### config.mk
export PLATFORM = sky130hd
export DESIGN_NAME = brake_homing_and_pulse_sequencer
export DESIGN_NICKNAME = d
export VERILOG_FILES = /design/src/rtl/bhps_pkg.sv /design/src/rtl/bhps_in_reg.sv /design/src/rtl/bhps_core.sv /design/src/rtl/bhps_out_reg.sv /design/src/rtl/brake_homing_and_pulse_sequencer.sv
export SDC_FILE = /design/constraint.sdc
export NUM_CORES = 2
export LEC_CHECK = 0
export ABC_AREA = 1
export BUFFER_PORTS_ARGS = -buffer_cell sky130_fd_sc_hd__clkbuf_2
export CAP_MARGIN = 20
export CORE_ASPECT_RATIO = 0.75
export CORE_MARGIN = 4
export CORE_UTILIZATION = 50
export CTS_CLUSTER_SIZE = 16
export DETAILED_ROUTE_END_ITERATION = 12
export PLACE_DENSITY = 0.7
export SLEW_MARGIN = 25
export SYNTH_ARGS = -nofsm -noshare
export SYNTH_HDL_FRONTEND = slang
export SYNTH_SLANG_ARGS = --single-unit
### constraint.sdc
create_clock -name clk -period 14.1 [get_ports clk]
set_input_delay 1.41 -clock clk [delete_from_list [all_inputs] [get_ports clk]]
set_output_delay 1.41 -clock clk [all_outputs]
set_load 0.02 [all_outputs]
### src/rtl/bhps_pkg.sv
package bhps_pkg;

  // Loop constants
  localparam int SAMPLE_PERIOD = 50;
  localparam int PULSE_CYCLE   = 2000;

  // Field widths
  localparam int LEFT_W  = 2;
  localparam int RIGHT_W = 3;
  localparam int WHEEL_W = 11;
  localparam int ANGLE_W = 32;
  localparam int SPEED_W = 16;
  localparam int CFG_W   = 16;
  localparam int CFG_IDX_W = 3;
  localparam int THR_W   = 15;

  // Counter widths
  localparam int SP_W   = $clog2(SAMPLE_PERIOD + 1);
  localparam int PT_W   = $clog2(PULSE_CYCLE + 2);
  localparam int TICK_W = CFG_W + 1;

  // Stream widths
  localparam int IN_BITS  = LEFT_W + RIGHT_W + 2 * WHEEL_W + ANGLE_W + SPEED_W;
  localparam int IN_TW    = ((IN_BITS + 7) / 8) * 8;
  localparam int OUT_BITS = ANGLE_W + 3 + 2;
  localparam int OUT_TW   = ((OUT_BITS + 7) / 8) * 8;

  // Result bit positions in out_tdata
  localparam int OB_STOP     = ANGLE_W;
  localparam int OB_DIR      = ANGLE_W + 1;
  localparam int OB_LIMIT    = ANGLE_W + 2;
  localparam int OB_PHASE_LO = ANGLE_W + 3;

  // Switch codes
  localparam logic [LEFT_W-1:0]  LEFT_MANUAL   = 2'd3;
  localparam logic [LEFT_W-1:0]  LEFT_DISABLE  = 2'd2;
  localparam logic [RIGHT_W-1:0] RIGHT_HOMING  = 3'd2;
  localparam logic [RIGHT_W-1:0] RIGHT_THRESH  = 3'd4;

  // Register indexes
  localparam logic [CFG_IDX_W-1:0] CFG_STALL_THR    = 3'd0;
  localparam logic [CFG_IDX_W-1:0] CFG_DRIVE_OFFSET = 3'd1;
  localparam logic [CFG_IDX_W-1:0] CFG_SETTLE       = 3'd2;
  localparam logic [CFG_IDX_W-1:0] CFG_OVERSHOOT    = 3'd3;
  localparam logic [CFG_IDX_W-1:0] CFG_SPEED_THR    = 3'd4;
  localparam logic [CFG_IDX_W-1:0] CFG_ENGAGE       = 3'd5;

  // Register reset values
  localparam logic [CFG_W-1:0]          RST_STALL_THR    = 16'd200;
  localparam logic [CFG_W-1:0]          RST_DRIVE_OFFSET = 16'd999;
  localparam logic [CFG_W-1:0]          RST_SETTLE       = 16'd200;
  localparam logic [CFG_W-1:0]          RST_OVERSHOOT    = 16'd200;
  localparam logic [THR_W-1:0]          RST_SPEED_THR    = 15'd1000;
  localparam logic signed [WHEEL_W-1:0] RST_ENGAGE       = 11'sd300;

  // Pulse sequence marks
  localparam int PULSE_FLIP     = 45;
  localparam int PULSE_STOP_END = 50;
  localparam int PULSE_RECENTRE = 200;

  // Threshold mode wheel window
  localparam logic signed [WHEEL_W-1:0] WHEEL_WIN_LO = -11'sd100;
  localparam logic signed [WHEEL_W-1:0] WHEEL_WIN_HI = 11'sd200;

  // Homing phase, one-hot
  typedef enum logic [3:0] {
    PH_IDLE   = 4'b0001,
    PH_TOP    = 4'b0010,
    PH_BOTTOM = 4'b0100,
    PH_HOMED  = 4'b1000
  } phase_t;

  localparam logic [1:0] PCODE_IDLE   = 2'd0;
  localparam logic [1:0] PCODE_TOP    = 2'd1;
  localparam logic [1:0] PCODE_BOTTOM = 2'd2;
  localparam logic [1:0] PCODE_HOMED  = 2'd3;

  typedef struct packed {
    logic [LEFT_W-1:0]         left_switch;
    logic [RIGHT_W-1:0]        right_switch;
    logic signed [WHEEL_W-1:0] wheel_value;
    logic signed [WHEEL_W-1:0] stick_value;
    logic signed [ANGLE_W-1:0] brake_angle;
    logic signed [SPEED_W-1:0] chassis_speed;
  } item_t;

  typedef struct packed {
    logic signed [ANGLE_W-1:0] target_angle;
    logic                      chassis_stop;
    logic                      drive_direction;
    logic                      high_speed_limit;
    logic [1:0]                homing_phase;
  } res_t;

  function automatic logic [1:0] phase_code(phase_t p);
    logic [1:0] c;
    case (p)
      PH_IDLE:   c = PCODE_IDLE;
      PH_TOP:    c = PCODE_TOP;
      PH_BOTTOM: c = PCODE_BOTTOM;
      PH_HOMED:  c = PCODE_HOMED;
      default:   c = PCODE_IDLE;
    endcase
    return c;
  endfunction

endpackage

### src/rtl/bhps_in_reg.sv
module bhps_in_reg
  import bhps_pkg::*;
(
  input  logic              clk,
  input  logic              rst_n,
  input  logic              in_tvalid,
  output logic              in_tready,
  input  logic [IN_TW-1:0]  in_tdata,
  input  logic              advance,
  output logic              item_valid,
  output item_t             item
);

  logic  valid_r, valid_nxt;
  item_t item_r;

  assign in_tready = !valid_r || advance;
  assign valid_nxt = in_tready ? in_tvalid : valid_r;

  // Hold the waiting item flag
  always_ff @(posedge clk) begin
    if (!rst_n) begin
      valid_r <= 1'b0;
    end else begin
      valid_r <= valid_nxt;
    end
  end

  // Unpack an accepted item
  always_ff @(posedge clk) begin
    if (in_tvalid && in_tready) begin
      item_r.left_switch   <= in_tdata[1:0];
      item_r.right_switch  <= in_tdata[4:2];
      item_r.wheel_value   <= in_tdata[15:5];
      item_r.stick_value   <= in_tdata[26:16];
      item_r.brake_angle   <= in_tdata[58:27];
      item_r.chassis_speed <= in_tdata[74:59];
    end
  end

  assign item_valid = valid_r;
  assign item       = item_r;

endmodule

### src/rtl/bhps_core.sv
module bhps_core
  import bhps_pkg::*;
(
  input  logic                 clk,
  input  logic                 rst_n,
  input  logic                 cfg_we,
  input  logic [CFG_IDX_W-1:0] cfg_index,
  input  logic [CFG_W-1:0]     cfg_wdata,
  input  logic                 advance,
  input  item_t                item,
  output res_t                 res
);

  // Configuration
  logic [CFG_W-1:0]          stall_thr_r, drive_off_r, settle_r, overshoot_r;
  logic [THR_W-1:0]          speed_thr_r;
  logic signed [WHEEL_W-1:0] engage_r;

  // Sequencer state
  phase_t              phase_r, phase_nxt;
  logic [TICK_W-1:0]   ticks_r, ticks_nxt;
  logic [SP_W-1:0]     sample_r, sample_nxt;
  logic [ANGLE_W-1:0]  prev_r, prev_nxt;
  logic [ANGLE_W-1:0]  delta_r, delta_nxt;
  logic [ANGLE_W-1:0]  top_r, top_nxt;
  logic [ANGLE_W-1:0]  bottom_r, bottom_nxt;
  logic [ANGLE_W-1:0]  centre_r, centre_nxt;
  logic [ANGLE_W-1:0]  setpoint_r, setpoint_nxt;
  logic                req_r, req_nxt;
  logic [PT_W-1:0]     timer_r, timer_nxt;
  logic                stop_r, stop_nxt;
  logic                dir_r, dir_nxt;
  logic                limit_r, limit_nxt;

  // Datapath terms
  logic                manual, homing_mode, stalled;
  logic [SP_W-1:0]     sample_inc;
  logic signed [ANGLE_W:0] delta_s, thr_s, sum_s, sum_adj;
  logic signed [SPEED_W:0] speed_s, speed_thr_s;
  logic [ANGLE_W-1:0]  angle_u, centre_calc;
  logic [ANGLE_W-1:0]  over_top, over_bottom, drive_up, drive_down;

  // Write configuration registers
  always_ff @(posedge clk) begin
    if (!rst_n) begin
      stall_thr_r <= RST_STALL_THR;
      drive_off_r <= RST_DRIVE_OFFSET;
      settle_r    <= RST_SETTLE;
      overshoot_r <= RST_OVERSHOOT;
      speed_thr_r <= RST_SPEED_THR;
      engage_r    <= RST_ENGAGE;
    end else if (cfg_we) begin
      case (cfg_index)
        CFG_STALL_THR:    stall_thr_r <= cfg_wdata;
        CFG_DRIVE_OFFSET: drive_off_r <= cfg_wdata;
        CFG_SETTLE:       settle_r    <= cfg_wdata;
        CFG_OVERSHOOT:    overshoot_r <= cfg_wdata;
        CFG_SPEED_THR:    speed_thr_r <= cfg_wdata[THR_W-1:0];
        CFG_ENGAGE:       engage_r    <= cfg_wdata[WHEEL_W-1:0];
        default: ;
      endcase
    end
  end

  // Precompute angle sums in parallel
  assign angle_u     = item.brake_angle;
  assign drive_up    = angle_u + {{(ANGLE_W-CFG_W){1'b0}}, drive_off_r};
  assign drive_down  = angle_u - {{(ANGLE_W-CFG_W){1'b0}}, drive_off_r};
  assign over_top    = top_r + {{(ANGLE_W-CFG_W){1'b0}}, overshoot_r};

  // Midpoint of the new bottom and the stored top, truncated toward zero
  assign sum_s       = $signed({angle_u[ANGLE_W-1], angle_u}) +
                       $signed({top_r[ANGLE_W-1], top_r});
  assign sum_adj     = sum_s + $signed({{ANGLE_W{1'b0}}, sum_s[ANGLE_W]});
  assign centre_calc = sum_adj[ANGLE_W:1];

  assign speed_s     = $signed({item.chassis_speed[SPEED_W-1], item.chassis_speed});
  assign speed_thr_s = $signed({2'b00, speed_thr_r});
  assign thr_s       = $signed({{(ANGLE_W+1-CFG_W){1'b0}}, stall_thr_r});
  assign sample_inc  = sample_r + 1'b1;

  assign manual      = (item.left_switch == LEFT_MANUAL);
  assign homing_mode = manual && (item.right_switch == RIGHT_HOMING);

  // One tick of the sequencer
  always_comb begin
    phase_nxt    = phase_r;
    ticks_nxt    = ticks_r;
    sample_nxt   = sample_r;
    prev_nxt     = prev_r;
    delta_nxt    = delta_r;
    top_nxt      = top_r;
    bottom_nxt   = bottom_r;
    centre_nxt   = centre_r;
    setpoint_nxt = setpoint_r;
    req_nxt      = req_r;
    timer_nxt    = timer_r;
    stop_nxt     = stop_r;
    dir_nxt      = dir_r;
    limit_nxt    = limit_r;

    if (homing_mode) begin
      req_nxt = (item.wheel_value > engage_r);
    end

    // Advance tick counter and sampler
    if (ticks_r != {TICK_W{1'b1}}) begin
      ticks_nxt = ticks_r + 1'b1;
    end
    sample_nxt = sample_inc;
    if (sample_inc >= SP_W'(SAMPLE_PERIOD)) begin
      sample_nxt = '0;
      delta_nxt  = angle_u - prev_r;
      prev_nxt   = angle_u;
    end

    delta_s = $signed({delta_nxt[ANGLE_W-1], delta_nxt});
    stalled = (ticks_nxt > {1'b0, settle_r}) && (delta_s < thr_s) && (delta_s > -thr_s);

    // Homing phases
    if (homing_mode) begin
      case (phase_r)
        PH_IDLE: begin
          if (req_nxt) begin
            phase_nxt  = PH_TOP;
            ticks_nxt  = '0;
            sample_nxt = '0;
          end
        end
        PH_TOP: begin
          limit_nxt    = 1'b0;
          setpoint_nxt = drive_up;
          if (stalled) begin
            top_nxt    = angle_u;
            phase_nxt  = PH_BOTTOM;
            ticks_nxt  = '0;
            sample_nxt = '0;
          end
        end
        PH_BOTTOM: begin
          limit_nxt    = 1'b0;
          setpoint_nxt = drive_down;
          if (stalled) begin
            bottom_nxt   = angle_u;
            centre_nxt   = centre_calc;
            setpoint_nxt = centre_calc;
            limit_nxt    = 1'b1;
            phase_nxt    = PH_HOMED;
          end
        end
        default: ;
      endcase
    end

    // Abort on the disable switch
    if (item.left_switch == LEFT_DISABLE) begin
      ticks_nxt  = '0;
      sample_nxt = '0;
      if (phase_nxt == PH_TOP || phase_nxt == PH_BOTTOM) begin
        phase_nxt = PH_IDLE;
      end
    end

    // Overshoot below the bottom end, which may have been latched this tick
    over_bottom = bottom_nxt - {{(ANGLE_W-CFG_W){1'b0}}, overshoot_r};

    // Pulse sequence
    if (manual && phase_nxt == PH_HOMED) begin
      if (!req_nxt) begin
        setpoint_nxt = centre_nxt;
        stop_nxt     = 1'b0;
        timer_nxt    = '0;
        if (item.stick_value == '0) begin
          dir_nxt = 1'b0;
        end
      end else begin
        if (timer_r == '0) begin
          timer_nxt = PT_W'(2);
          stop_nxt  = 1'b1;
        end else begin
          timer_nxt = timer_r + 1'b1;
        end
        if (timer_nxt == PT_W'(PULSE_FLIP)) begin
          dir_nxt = !dir_r;
        end
        if (timer_nxt > PT_W'(PULSE_STOP_END)) begin
          stop_nxt = 1'b0;
        end
        if (timer_nxt < PT_W'(PULSE_STOP_END)) begin
          if (speed_s > speed_thr_s) begin
            setpoint_nxt = over_top;
          end
          if (speed_s < -speed_thr_s) begin
            setpoint_nxt = over_bottom;
          end
        end
        if (timer_nxt > PT_W'(PULSE_RECENTRE)) begin
          setpoint_nxt = centre_nxt;
          stop_nxt     = 1'b0;
        end
        if (timer_nxt > PT_W'(PULSE_CYCLE)) begin
          timer_nxt = '0;
        end
      end
    end

    // Wheel threshold mode
    if (manual && item.right_switch == RIGHT_THRESH && phase_nxt == PH_HOMED) begin
      if (item.wheel_value >= WHEEL_WIN_LO && item.wheel_value <= WHEEL_WIN_HI) begin
        setpoint_nxt = centre_nxt;
      end else if (item.wheel_value > WHEEL_WIN_HI) begin
        if (item.chassis_speed > $signed(SPEED_W'(0))) begin
          setpoint_nxt = over_bottom;
        end
      end
    end
  end

  // Commit state for each processed item
  always_ff @(posedge clk) begin
    if (!rst_n) begin
      phase_r    <= PH_IDLE;
      ticks_r    <= '0;
      sample_r   <= '0;
      prev_r     <= '0;
      delta_r    <= '0;
      top_r      <= '0;
      bottom_r   <= '0;
      centre_r   <= '0;
      setpoint_r <= '0;
      req_r      <= 1'b0;
      timer_r    <= '0;
      stop_r     <= 1'b0;
      dir_r      <= 1'b0;
      limit_r    <= 1'b0;
    end else if (advance) begin
      phase_r    <= phase_nxt;
      ticks_r    <= ticks_nxt;
      sample_r   <= sample_nxt;
      prev_r     <= prev_nxt;
      delta_r    <= delta_nxt;
      top_r      <= top_nxt;
      bottom_r   <= bottom_nxt;
      centre_r   <= centre_nxt;
      setpoint_r <= setpoint_nxt;
      req_r      <= req_nxt;
      timer_r    <= timer_nxt;
      stop_r     <= stop_nxt;
      dir_r      <= dir_nxt;
      limit_r    <= limit_nxt;
    end
  end

  // Result of this tick
  assign res.target_angle     = setpoint_nxt;
  assign res.chassis_stop     = stop_nxt;
  assign res.drive_direction  = dir_nxt;
  assign res.high_speed_limit = limit_nxt;
  assign res.homing_phase     = phase_code(phase_nxt);

endmodule

### src/rtl/bhps_out_reg.sv
module bhps_out_reg
  import bhps_pkg::*;
(
  input  logic              clk,
  input  logic              rst_n,
  input  logic              load,
  input  res_t              res,
  output logic              can_load,
  output logic              out_tvalid,
  input  logic              out_tready,
  output logic [OUT_TW-1:0] out_tdata
);

  logic valid_r, valid_nxt;
  res_t res_r;

  assign can_load = !valid_r || out_tready;

  always_comb begin
    valid_nxt = valid_r;
    if (load) begin
      valid_nxt = 1'b1;
    end else if (out_tready) begin
      valid_nxt = 1'b0;
    end
  end

  // Track the pending result
  always_ff @(posedge clk) begin
    if (!rst_n) begin
      valid_r <= 1'b0;
    end else begin
      valid_r <= valid_nxt;
    end
  end

  // Capture the result item
  always_ff @(posedge clk) begin
    if (load) begin
      res_r <= res;
    end
  end

  assign out_tvalid = valid_r;
  assign out_tdata  = {{(OUT_TW-OUT_BITS){1'b0}}, res_r.homing_phase,
                       res_r.high_speed_limit, res_r.drive_direction,
                       res_r.chassis_stop, res_r.target_angle};

endmodule

### src/rtl/brake_homing_and_pulse_sequencer.sv
// Channel  Dir  Handshake           Payload
// in       in   in_tvalid/tready    in_tdata: one control tick (80 bits)
// out      out  out_tvalid/tready   out_tdata: target angle and flags (40 bits)
// cfg      in   cfg_we              cfg_index selects register, cfg_wdata value
//
// An item is held in the input register and is computed into the result register
// when it advances; one item per cycle while the result side is not stalled.
// Each tick updates the homing and pulse state at the same edge that loads its result.
// Synchronous active-low reset clears the valid flags and sequencer state and restores register defaults.
// A stalled result holds its item; the input register still takes one more item.
module brake_homing_and_pulse_sequencer
  import bhps_pkg::*;
(
  input  logic                 clk,
  input  logic                 rst_n,
  // left_switch[1:0], right_switch[4:2], wheel_value[15:5], stick_value[26:16],
  // brake_angle[58:27], chassis_speed[74:59], zero fill
  input  logic                 in_tvalid,
  output logic                 in_tready,
  input  logic [IN_TW-1:0]     in_tdata,
  // target_angle[31:0], chassis_stop[32], drive_direction[33],
  // high_speed_limit[34], homing_phase[36:35], zero fill
  output logic                 out_tvalid,
  input  logic                 out_tready,
  output logic [OUT_TW-1:0]    out_tdata,
  input  logic                 cfg_we,
  input  logic [CFG_IDX_W-1:0] cfg_index,
  input  logic [CFG_W-1:0]     cfg_wdata
);

  logic  item_valid, can_load, advance;
  item_t item;
  res_t  res;

  assign advance = item_valid && can_load;

  bhps_in_reg u_in (
    .clk        (clk),
    .rst_n      (rst_n),
    .in_tvalid  (in_tvalid),
    .in_tready  (in_tready),
    .in_tdata   (in_tdata),
    .advance    (advance),
    .item_valid (item_valid),
    .item       (item)
  );

  bhps_core u_core (
    .clk       (clk),
    .rst_n     (rst_n),
    .cfg_we    (cfg_we),
    .cfg_index (cfg_index),
    .cfg_wdata (cfg_wdata),
    .advance   (advance),
    .item      (item),
    .res       (res)
  );

  bhps_out_reg u_out (
    .clk        (clk),
    .rst_n      (rst_n),
    .load       (advance),
    .res        (res),
    .can_load   (can_load),
    .out_tvalid (out_tvalid),
    .out_tready (out_tready),
    .out_tdata  (out_tdata)
  );

`ifndef SYNTH
  // Input blocks only behind a full input register and a stalled result
  a_ready_stall: assert property (@(posedge clk) disable iff (!rst_n)
    !in_tready |-> (item_valid && out_tvalid && !out_tready))
    else $error("input blocked without a stalled result");

  // Wide speed limit is only selected once homed
  a_limit_homed: assert property (@(posedge clk) disable iff (!rst_n)
    (out_tvalid && out_tdata[OB_LIMIT]) |->
      (out_tdata[OB_PHASE_LO+1:OB_PHASE_LO] == PCODE_HOMED))
    else $error("speed limit raised outside homed phase");

  // Chassis stop is only requested by the pulse sequence
  a_stop_homed: assert property (@(posedge clk) disable iff (!rst_n)
    (out_tvalid && out_tdata[OB_STOP]) |->
      (out_tdata[OB_PHASE_LO+1:OB_PHASE_LO] == PCODE_HOMED))
    else $error("chassis stop outside homed phase");

  // A processed item always leaves a result behind
  a_result_after_advance: assert property (@(posedge clk) disable iff (!rst_n)
    advance |=> out_tvalid)
    else $error("processed item left no result");
`endif

endmodule

Word level (Yosys, flattened, before mapping)
Cells that the tools add are included.
{"block": "op_classes", "addsub": 12, "n_lt_le_gt_ge": 15, "n_eq_ne": 19, "n_mux": 60, "n_reduce_logical": 28}
{"operator": "$mux 32", "count": 19}
{"operator": "$mux 17", "count": 5}
{"operator": "$add 32x16->32", "count": 2}
{"operator": "$pmux 32 s2", "count": 1}
{"operator": "$sub 32x16->32", "count": 2}
{"operator": "$mux 11", "count": 5}
{"operator": "$pmux 17 s2", "count": 1}
{"operator": "$add 32x32->33", "count": 1}
{"operator": "$add 33x2->33", "count": 1}
{"operator": "$gt 32x33->1", "count": 1}
{"operator": "$neg 16->33", "count": 1}
{"operator": "$lt 32x17->1", "count": 1}
{"operator": "$sub 32x32->32", "count": 1}
{"operator": "$mux 6", "count": 5}
{"operator": "$mux 4", "count": 6}
{"operator": "$logic_not 11->1", "count": 2}
{"operator": "$add 17x1->17 const B", "count": 1}
{"operator": "$gt 17x16->1", "count": 1}
{"operator": "$lt 16x17->1", "count": 1}
{"operator": "$ne 17x17->1 const B", "count": 1}
{"operator": "$neg 15->17", "count": 1}
{"operator": "$gt 16x1->1 const B", "count": 1}
{"operator": "$gt 16x16->1", "count": 1}
{"operator": "$reduce_and 2->1", "count": 8}
{"operator": "31 further kinds", "count": 65}
{"block": "word_totals", "regBits": 438, "in_bits": 104, "output_inout_bits": 42, "elab_cells": 167}

Logic depth before layout (Yosys ltp)
{"block": "depth", "ltp_word": 25, "mapped_depth": 67, "depth_no_buf": 63}

Modules after synthesis
From an unflattened synthesis, not the netlist that was laid out.
{"block": "unflattened", "cells_unflattened": 4999, "area_unflattened_um2": 33078.0}
{"module": "bhps_core", "n_inst": 1, "cells_per_inst": 4868, "area_each_um2": 29583.4, "seq_area_each_um2": 6486.2}
{"module": "bhps_in_reg", "n_inst": 1, "cells_per_inst": 82, "area_each_um2": 2303.5, "seq_area_each_um2": 2272.2}
{"module": "bhps_out_reg", "n_inst": 1, "cells_per_inst": 47, "area_each_um2": 1183.6, "seq_area_each_um2": 1131.1}
{"module": "brake_homing_and_pulse_sequencer", "n_inst": 1, "cells_per_inst": 2, "area_each_um2": 7.5, "seq_area_each_um2": 0.0}

Least setup slack after synthesis
No wires, ideal clock.
{"block": "synth_path", "path_type": "register to register", "startpoint": "register u_in.item_r, in the netlist u_in.item[17]", "endpoint": "register u_out.res_r, in the netlist u_out.out_tdata[24] (data pin)", "setup_time_ps": 252, "arrival_time_ps": 7154, "required_time_ps": 13848, "path_slack_ps": 6694, "stages_incl_launch_ff": 60, "path_buffers": 4, "synth_period_minus_slack_ps": 7406, "cell_sequence": "edfxtp_1 > ha_1 > nand3_1 > nand3_2 > nand2_1 > nand2_1 > nand3_1 > nand3_1 > a21oi_1 > xor2_1 > nand2_1 > nand2_1 > inv_1 > ha_1 > nand2_1 > nor2_1 > nand2_1 > nor4_1 > [24 not listed] > nand2_1 > nor2_1 > nor2_1 > inv_1 > nor2_4 > nand2_4 > nor2_8 > nand3_2 > xor2_1 > nand2_1 > nand2_1 > nand2_1 > nand2_1 > nand3_1 > nand2_1 > nand2_1 > nand2_1 > inv_1"}
{"item": "start: declaration", "line": "bhps_in_reg.sv:15", "text": "item_t item_r;"}
{"item": "end signal: assignment", "line": "bhps_out_reg.sv:40", "text": "res_r <= res;"}
{"item": "end: declaration", "line": "bhps_out_reg.sv:15", "text": "res_t res_r;"}

==> run metrics <==
Area growth, synth to finish 8.99%; clk_skew 0.0260 ns; Power Total 3.32 mW; Crit. path cell count roughly 60; status finished clean; cell taking the most area after synthesis dfxtp_1; slew margin rel. 0.306; Setup crit end kind flip-flop; Port Buf Inserts approximately 140; Post-synth EDFFs about 110; Mapped Area around 33000 sq um; post-synthesis sequential area ratio 0.298; internal power 2.29 mW; Total GRT Usage 0.319; Worst-Margin Slew roughly 1.0 ns; clock network fraction of design power 0.409; CP max stage cell fa_1; post-synthesis register bit count ~440; combinational power share 0.176; final wirelength 117000 um; count leader, synth nand2_1; ys async rst share 0; crit path buf inv count 8; CTS tree built; min cycle time layout ~10 ns; Avg Cell Area, Syn ~6.6 sq um; share of layout cells above drive strength 1 0.0734; hold path depth 2; First-pass DRT Iterations 8; root buffer cell clkbuf_16; CTS HTree Levels 2; worst min path class reg -> reg; first-pass GRT wire length roughly 180000 um; GP Congestion a little over 1; warning count from the yosys run 0; sw frac 0.311; Synth top area share 0.196; top cells by area in the synthesized netlist dfxtp_1 20%, nand2_1 13%, edfxtp_1 10%; Post-synth top cells 1150 x nand2_1, 747 x inv_1, 451 x o21ai_0, 433 x a21oi_1, 412 x nor2_1; # DRC 0; fmax slightly below 100 MHz; critical path arrival 10.58 ns; Final Hold Vio Count 0; Setup WS pre-CTS around 4.3 ns; Initial Util 0.508; IO Count about 150; Placed Instances roughly 5900; cell count after synthesis 5000; Tcrit/Tclk final 0.724; Post-DP Area ~35000 sq um; non-filler instance count after layout 5956; via count approximately 34000; number of global-route vias before repair between 30000 and 40000; Finish-stage setup viols 0; Flop pwr share 0.416; number of clock sinks 438; Fill cells roughly 6600; prevailing post-synth register cell dfxtp_1; vias per std cell ~5.7; Setup Fix Bufs, Post-CTS 0; max-capacitance violation count 0; post-synth cell types 73; switching power 1.03 mW; cts hold-fix bufs 0; antenna diode count 0; Pleak roughly 17 nW; worst-path fanout max 47; largest net degree at the start of global routing ~160; Worst Setup Start Kind flip-flop; Worst Reg-to-Reg Cells between 50 and 60; final number of max-transition violations 0; clock latency on the worst-skew pair between 0.6 and 0.7 ns; Cell Pwr Density about 92 nW/um^2; FF+latch area around 9900 sq um; DRT iter0 DRCs a little under 4000; RSZ-0062 raised after global routing no; estimated wirelength of the detail-placed design just under 90000 um; Wirelength per Cell between 15 and 20 um; chip width just over 300 um; highest cell delay on the worst timing path 0.52 ns; Top delay family on crit path simple AND/OR/NAND/NOR gates; Core Footprint ~65000 sq um; final worst setup slack 3.89 ns; worst path required time 14.48 ns; Max VDD drop 0.0877 mV; grt ovf 0; TritonCTS buffer count 49; Final TNS setup 0 ns; post-CTS sizing 0; area of the multi-input gates roughly 20000 sq um; Post-Layout Inst Area 36200 sq um; Rows 81; CP dominant cell by count nand2_1; fin nets 5396; maximum clock path buffer count 3; Final ANT Viol Nets 0; Die ar. 70700 sq um; antenna violations before repair 4; Setup CP Type reg -> reg; Die Y between 200 and 250 um; clock transition at the registers of the reported paths roughly 0.060 ns
==> routing by layer <==
metal / share of wire / global-route usage / vias up
li1: - / - / 16600
met1: 0.44 / 0.457 / 15500
met2: 0.41 / 0.476 / 1657
met3: 0.10 / 0.0586 / 246
met4: 0.040 / 0.121 / 4
met5: 0.00013 / 0 / -
==> kinds of logic (layout without fill, tap and decap cells) <==
kind of cell / after synthesis / count (layout) / share of synthesized area
xor gates and xnor gates: 164 / 164 / 0.0432
DFF: 438 / 438 / 0.298
other: 1 / 3 / 0.000113
muxes: 1 / 1 / 0.000301
AOI/OAI and AO/OA: 1143 / 1143 / 0.189
and+or+nand+nor: 2059 / 2059 / 0.265
adders and majority gates: 248 / 248 / 0.0947
buffers and inverters: 946 / 1029 / 0.110
==> path summary, 6_finish.rpt <==
| check | end | startpoint | slack, ns |
|---|---|---|---|
| max | u_out.out_tdata[28] | u_in.item[16] | 3.89 |
| min | u_core.delta_r[7] | u_core.delta_r[7] | 0.45 |
| max reg2reg | u_out.out_tdata[28] | u_in.item[16] | 3.89 |
| min reg2reg | u_core.delta_r[7] | u_core.delta_r[7] | 0.45 |
==> worst register-to-register path, delay by kind of cell (launching register included) <==
kind                     cells  cell delay, ns
AND/OR/NAND/NOR             37            4.32
adder cells (fa/ha/maj)      5            1.74
AO/OA/AOI/OAI                8            1.54
buffers and inverters        8            1.46
flip-flops                   1            0.45
XOR/XNOR                     1            0.42
==> layout make-up <==
class                   instances  area share
well taps                     871      0.0301
repair buffers                165      0.0252
clock inverters                24     0.00739
multi-input cells            3618       0.545
inverters                     772      0.0803
flip-flops and latches        438       0.273
clock buffers                  68      0.0386
==> cell usage in the layout (no fill, tap or decap), types with 46 or more instances in the layout <==
cell,n
nand2_1,1149
inv_1,743
o21ai_0,451
a21oi_1,433
nor2_1,409
dfxtp_1,326
ha_1,242
nand3_1,218
clkbuf_2,136
xor2_1,132
edfxtp_1,112
nand4_1,69
nor3_1,67
o211ai_1,55
clkbuf_16,50
o21ai_1,46
==> power groups by stage <==
stage | sequential, mW | clock, mW | combinational [mW]
final | 1.38 | 1.36 | 0.585
after global placement | 1.41 | 0 | 0.560
after detailed placement | 1.41 | 0 | 0.567
after CTS | 1.38 | 1.38 | 0.570
after global routing | 1.38 | 1.43 | 0.646
after floorplan | 1.40 | 0 | 0.390
==> registers in the layout, summed over array words and instances, names as in the netlist, 15 cells and up <==
signal              count
u_core.delta_r         32
u_core.centre_r        32
u_in.item              75
u_core.bottom_r        32
u_core.setpoint_r      32
u_core.drive_off_r     16
u_core.settle_r        16
u_core.overshoot_r     16
u_core.speed_thr_r     15
u_core.prev_r          32
u_out.out_tdata        37
u_core.stall_thr_r     16
u_core.top_r           32
u_core.ticks_r         17
==> through the flow <==
step	hold slack, ns	util
after global placement	0.436	0.528
after floorplan	0.425	-
after global routing	0.483	0.553
final	0.454	0.553
after CTS	0.456	0.553
after detailed placement	0.445	0.528
Power figures use the tool's default switching activity.
